===== src/rau_pkg.sv =====
// Shared types and constants for the rational arithmetic unit.
package rau_pkg;

    // Operation codes carried in the mode field.
    localparam logic [2:0] MODE_ADD = 3'd0;
    localparam logic [2:0] MODE_SUB = 3'd1;
    localparam logic [2:0] MODE_MUL = 3'd2;
    localparam logic [2:0] MODE_DIV = 3'd3;
    localparam logic [2:0] MODE_EQ  = 3'd4;
    localparam logic [2:0] MODE_LT  = 3'd5;
    localparam logic [2:0] MODE_GT  = 3'd6;
    localparam logic [2:0] MODE_NOP = 3'd7;

    // Status codes.
    localparam logic [1:0] ST_OK   = 2'd0;
    localparam logic [1:0] ST_ZERO = 2'd1;
    localparam logic [1:0] ST_OVF  = 2'd2;

    // Command and response between the sequencer and the divider.
    typedef struct packed {
        logic        start;
        logic [63:0] dividend;
        logic [63:0] divisor;
    } div_req_t;

    typedef struct packed {
        logic        done;
        logic [63:0] quotient;
        logic [63:0] remainder;
    } div_rsp_t;

endpackage


===== src/rau_divider.sv =====
// Shared restoring divider: one quotient bit per cycle over 64 bits.
module rau_divider
(
    input  logic              clk,
    input  logic              rst_n,
    input  rau_pkg::div_req_t req,
    output rau_pkg::div_rsp_t rsp
);
    import rau_pkg::*;

    logic        busy_reg, busy_next;
    logic [6:0]  cnt_reg, cnt_next;
    logic [63:0] quo_reg, quo_next;
    logic [64:0] rem_reg, rem_next;
    logic [63:0] dvs_reg, dvs_next;
    logic        done_reg, done_next;
    logic [64:0] trial;
    logic [64:0] shifted;

    // Shift in one dividend bit and try the subtraction.
    always_comb
    begin
        shifted   = {rem_reg[63:0], quo_reg[63]};
        trial     = shifted - {1'b0, dvs_reg};
        busy_next = busy_reg;
        cnt_next  = cnt_reg;
        quo_next  = quo_reg;
        rem_next  = rem_reg;
        dvs_next  = dvs_reg;
        done_next = 1'b0;
        if (req.start)
        begin
            busy_next = 1'b1;
            cnt_next  = 7'd0;
            quo_next  = req.dividend;
            rem_next  = '0;
            dvs_next  = req.divisor;
        end
        else if (busy_reg)
        begin
            if (!trial[64])
            begin
                rem_next = trial;
                quo_next = {quo_reg[62:0], 1'b1};
            end
            else
            begin
                rem_next = shifted;
                quo_next = {quo_reg[62:0], 1'b0};
            end
            cnt_next = cnt_reg + 7'd1;
            if (cnt_reg == 7'd63)
            begin
                busy_next = 1'b0;
                done_next = 1'b1;
            end
        end
    end

    always_ff @(posedge clk or negedge rst_n)
    begin
        if (!rst_n)
        begin
            busy_reg <= 1'b0;
            done_reg <= 1'b0;
            cnt_reg  <= '0;
        end
        else
        begin
            busy_reg <= busy_next;
            done_reg <= done_next;
            cnt_reg  <= cnt_next;
        end
    end

    always_ff @(posedge clk)
    begin
        quo_reg <= quo_next;
        rem_reg <= rem_next;
        dvs_reg <= dvs_next;
    end

    assign rsp.done      = done_reg;
    assign rsp.quotient  = quo_reg;
    assign rsp.remainder = rem_reg[63:0];

endmodule

===== config.mk =====
export PLATFORM = sky130hd
export DESIGN_NAME = rau_divider
export DESIGN_NICKNAME = d
export VERILOG_FILES = /design/src/rau_pkg.sv /design/src/rau_divider.sv
export SDC_FILE = /design/constraint.sdc
export NUM_CORES = 1
export LEC_CHECK = 0
export BUFFER_PORTS_ARGS = -buffer_cell sky130_fd_sc_hd__buf_2
export CORE_AREA = 2 2 153 268
export CTS_CLUSTER_DIAMETER = 100
export CTS_CLUSTER_SIZE = 40
export DETAILED_ROUTE_END_ITERATION = 12
export DIE_AREA = 0 0 155 270
export PLACE_DENSITY = 0.54
export SYNTH_ARGS = -nofsm -noshare
export SYNTH_HDL_FRONTEND = slang
export SYNTH_SLANG_ARGS = --single-unit

===== constraint.sdc =====
create_clock -name clk -period 6.7 [get_ports clk]
set_input_delay 1.34 -clock clk [delete_from_list [all_inputs] [get_ports clk]]
set_output_delay 1.34 -clock clk [all_outputs]
set_load 0.02 [all_outputs]

---- Word level (Yosys, flattened, before mapping) ----
Cells that the tools add are included.
storage, ports and cells
  register bits ........................... 201
  bits of input ports ..................... 131
  output and inout bits ................... 129
  word-level logic and storage cells ...... 22
cells by class
  $add $sub $neg .......................... 2
  equal/unequal tests ..................... 1
  muxes and demuxes ....................... 12
  reductions and logical operators ........ 1
operators by type and width
  cell                 number
  $mux 64              3
  $sub 65x64->65       1
  $mux 7               2
  $add 7x1->7 const B  1
  $eq 7x6->1 const B   1
  $mux 1               7
  $reduce_bool 2->1    1

---- Logic depth before layout (Yosys ltp) ----
  depth in word-level cells ............... 4
  gate-level depth with buffers ........... 14
  depth with buffers taken out ............ 13

---- Worst setup path after synthesis ----
Ideal clock, no wire load.
  path kind ............................... input port to flip-flop
  start ................................... input port req[128] (netlist bit)
  end ..................................... register rem_reg[63]
  setup time .............................. 120 ps
  arrival time ............................ 3470 ps
  data required time ...................... 6580 ps
  setup slack ............................. 3110 ps
  stages .................................. 7
  path buffers ............................ 2
  path through ............................ clkbuf_1 nor2_1 clkbuf_1 inv_1 nand2_1 a21oi_1 o21ai_1
RTL lines
  item                  line               source
  from (decl)           rau_divider.sv:6   input rau_pkg::div_req_t req,
  to (signal assigned)  rau_divider.sv:79  rem_reg <= rem_next;
  to (decl)             rau_divider.sv:14  logic [64:0] rem_reg, rem_next;

---- Final worst setup path ----
  start ................................... register quo_reg[63]
  end ..................................... register rem_reg[37]
on the way
  longest elaborated chain between the ends .. 2
RTL lines
  item                    line               source
  from (decl)             rau_divider.sv:13  logic [63:0] quo_reg, quo_next;
  from (signal assigned)  rau_divider.sv:78  quo_reg <= quo_next;
  $sub 65x64->65          rau_divider.sv:24  trial = shifted - {1'b0, dvs_reg};
  $mux 64                 rau_divider.sv:41  if (!trial[64])
Every way passes these cells.
A chain may end at the register's enable or synchronous reset.

==> results.md <==
* Number of cells on the critical path at 13
* Clk pwr share at 22.6%
* Final Non-Filler Cells at 1920
* Die Height at 270 microns
* CTS resizes at 0
* Share of cells above drive strength 1 at between 20% and 30%
* Initial Util at just under 30%
* H-tree depth at 1
* CTS Sinks at around 200
* Via count at roughly 10000
* Most common cell in the synthesized netlist: nand2_1
* Initial antenna violation count at 1
* Max Transition Viols Final at 0
* CTS root buf: clkbuf_16
* Net switching power at 1.40 mW
* Die X at approximately 160 microns
* Final Hold Viols at 0
* Critical path's slowest cell: o21ai_1
* # port buffers at around 260
* FF-to-FF End: rem_reg[37]$_SDFFE_PP0P_
* Status: finished clean
* Hold path endpoint: rem_reg[24]$_SDFFE_PP0P_
* GPL Wtd Cong at 0.894
* DRC errors left at 0
* Placeable Area at 0.0397 sq mm
* Hold Startpoint: rem_reg[24]$_SDFFE_PP0P_
* Num CTS Buffers at 10
* # fillers at between 4000 and 5000
* Register bit total from synthesis at roughly 200
* Nets at about 1600
* Internal power at 2.29 mW
* First-pass GRT wire length at between 50 and 60 mm
* 1st-iter DRT viols at 500
* Min Clock Period, post-route at 4.21 ns
* Worst setup SP type: flop
* Clock transition at the registers of the reported paths at 0.15 ns
* Main synth FF type: edfxtp_1
* Max VDD drop at between 0.2 and 0.3 mV
* Worst-Skew Late Latency at 0.52 ns
* Hold_buf cts at 0
* Leading area contributor after synthesis: edfxtp_1
* Worst hold path class: flop to flop
* Vias per inst at slightly above 5
* Post-synth cell types at 77
* Tot Pwr at around 3.7 mW
* Yosys top cell area share at between 30% and 40%
* Area growth, synth to finish at 18.0%
* Vias in the first global route at 10300
* Register area share after synthesis at 45.3%
* Critical Path AT at between 4 and 5 ns
* Peak Freq at 238 MHz
* CTS max path bufs at 3
* Die area at 0.0419 sq mm
* Number of synthesized flops with an enable pin at 128
* Largest net degree at the start of global routing at 65
* Post-synthesis async set-or-reset flop share at under 10%
* Avg Synthesized Cell Area at approximately 9.8 sq um
* Crit end category: flop
* Reg2Reg Depth at 13
* Placed Cells at approximately 1900
* WP buf/inv at 2
* Flop pwr share at 42.9%
* Setup TNS at 0 ns
* 1st-pass router iterations at 5
* Net count after synthesis at 1396
* Switching part of the total at between 30% and 40%
* Row cnt at between 90 and 100
* Setup Buffers After CTS at 0
* CP Max Fanout at 21
* Mapped cell area at between 0.01 and 0.015 sq mm
* Slew margin rel. at 23.6%
* DP Wirelength at approximately 28 mm
* Gr usage total at between 10% and 20%
* Routed Antenna Nets at 0
* Combinational power share at about 35%
* Hold Path Stages at 2
* Pleak at roughly 6 nW
* Cell Pwr Density at between 200 and 300 mW/mm^2
* Synth area leaders: edfxtp_1 (33%), dfxtp_1 (11%), ha_1 (6.9%)
* I/O pins at 260
* Skew final at approximately 0.035 ns
* Period utilisation layout at a little over three fifths
* Crit-path cells: inv_1 -> ha_1 -> fa_1 -> nand2b_1 -> a21oi_2 -> o221ai_2 -> o21ai_1 -> a31oi_4 -> o21ai_4 -> xor2_4 -> buf_4 -> nand2_2 -> o21ai_0
* Max incr delay on CP at 0.49 ns
* DR WL/cell at around 19 microns
* Synth Warn # at 0
* Setup repair after global routing missed its margin: false
* Slew @ Worst Pin at roughly 1.1 ns
* Crit path max-delay family: compound AO/OA/AOI/OAI gates
* Crit Path Category: flop to flop
* Reg2reg start: quo_reg[63]$_DFFE_PP_
* Setup violations, final at 0
* Synth Instances at approximately 1200
* GRT overflow at 0
* Max-Cap Viols at 0
* Inserted Diodes at 0
* R2R setup slack at ~2.5 ns
* Worst EP required at a little over 7 ns
* Most instantiated cells after synthesis: nand2_1 (142), edfxtp_1 (128), a21oi_1 (89), nor2_1 (89), inv_1 (83)
* Final hold slack at between 0.5 and 0.6 ns
* WL final at approximately 37 mm
* TritonCTS clock tree: yes
* Layout Utilization at between 30% and 40%
[power groups by stage]
stage                     clock, mW  sequential, mW  combinational, mW
after floorplan                   0            1.70              0.770
after detailed placement          0            1.61               1.28
final                         0.832            1.58               1.27
after CTS                     0.870            1.58               1.28
after global routing          0.901            1.60               1.40
after global placement            0            1.61               1.27
[placed cells by master (no fill, tap or decap), types with 63 or more instances in the layout]
cell / count
nand2_1: 142
edfxtp_1: 128
mux2_2: 63
inv_1: 82
ha_1: 65
buf_2: 258
nor2_1: 88
a21oi_1: 89
dfxtp_1: 64
o21ai_0: 63
[worst min-delay path: cells and delay by family, from the launching register on]
family / cells / cell delay, ns
AOI/OAI and AO/OA: 1 / 0.06
DFF: 1 / 0.36
and+or+nand+nor: 1 / 0.06
[cell type report]
class                   count  area [sq um]  area share (%)
flip-flops and latches    201          5350            38.4
multi-input cells         857          5880            42.2
well taps                 495           619            4.45
clock buffers              12           300            2.16
clock inverters             4          86.3           0.620
repair buffers            268          1370            9.84
inverters                  83           312            2.24
[cells by family after synthesis]
group	after synthesis	share of synthesized area, %
flip-flops	201	45.3
XOR/XNOR	65	5.05
buffers and inverters	141	4.94
AO/OA/AOI/OAI	325	18.4
adder cells (fa/ha/maj)	66	7.06
AND/OR/NAND/NOR	333	12.7
multiplexers	68	6.44
[how the worst max path moves through the flow]
stage / startpoint / slack, ns / endpoint
6_report: quo_reg[63]$_DFFE_PP_ / 2.49 / rem_reg[37]$_SDFFE_PP0P_
5_1_grt: quo_reg[63]$_DFFE_PP_ / 2.07 / rem_reg[37]$_SDFFE_PP0P_
4_1_cts: quo_reg[63]$_DFFE_PP_ / 2.44 / rem_reg[37]$_SDFFE_PP0P_
3_5_place_dp: quo_reg[63]$_DFFE_PP_ / 2.49 / rem_reg[37]$_SDFFE_PP0P_
3_3_place_gp: quo_reg[63]$_DFFE_PP_ / 2.60 / rem_reg[37]$_SDFFE_PP0P_
2_1_floorplan: req[128] / 3.11 / rem_reg[63]$_SDFFE_PP0P_
[layer usage]
metal | GRT usage, % | vias up | share of wire, %
li1 | - | 4818 | -
met1 | 17.2 | 4681 | 36
met2 | 33.2 | 380 | 54
met3 | 3.47 | 78 | 6.0
met4 | 6.97 | 2 | 3.9
met5 | 0 | - | 0.036
[metrics by stage]
| stage | cell area [sq um] | worst slack [ns] |
|---|---|---|
| floorplan | 11800 | 3.11 |
| global placement | 13500 | 2.60 |
| detailed placement | 13500 | 2.49 |
| CTS | 13900 | 2.44 |
| global route | 13900 | 2.07 |
| finish | 13900 | 2.49 |
Note: power is estimated with default switching activity, not from simulation.
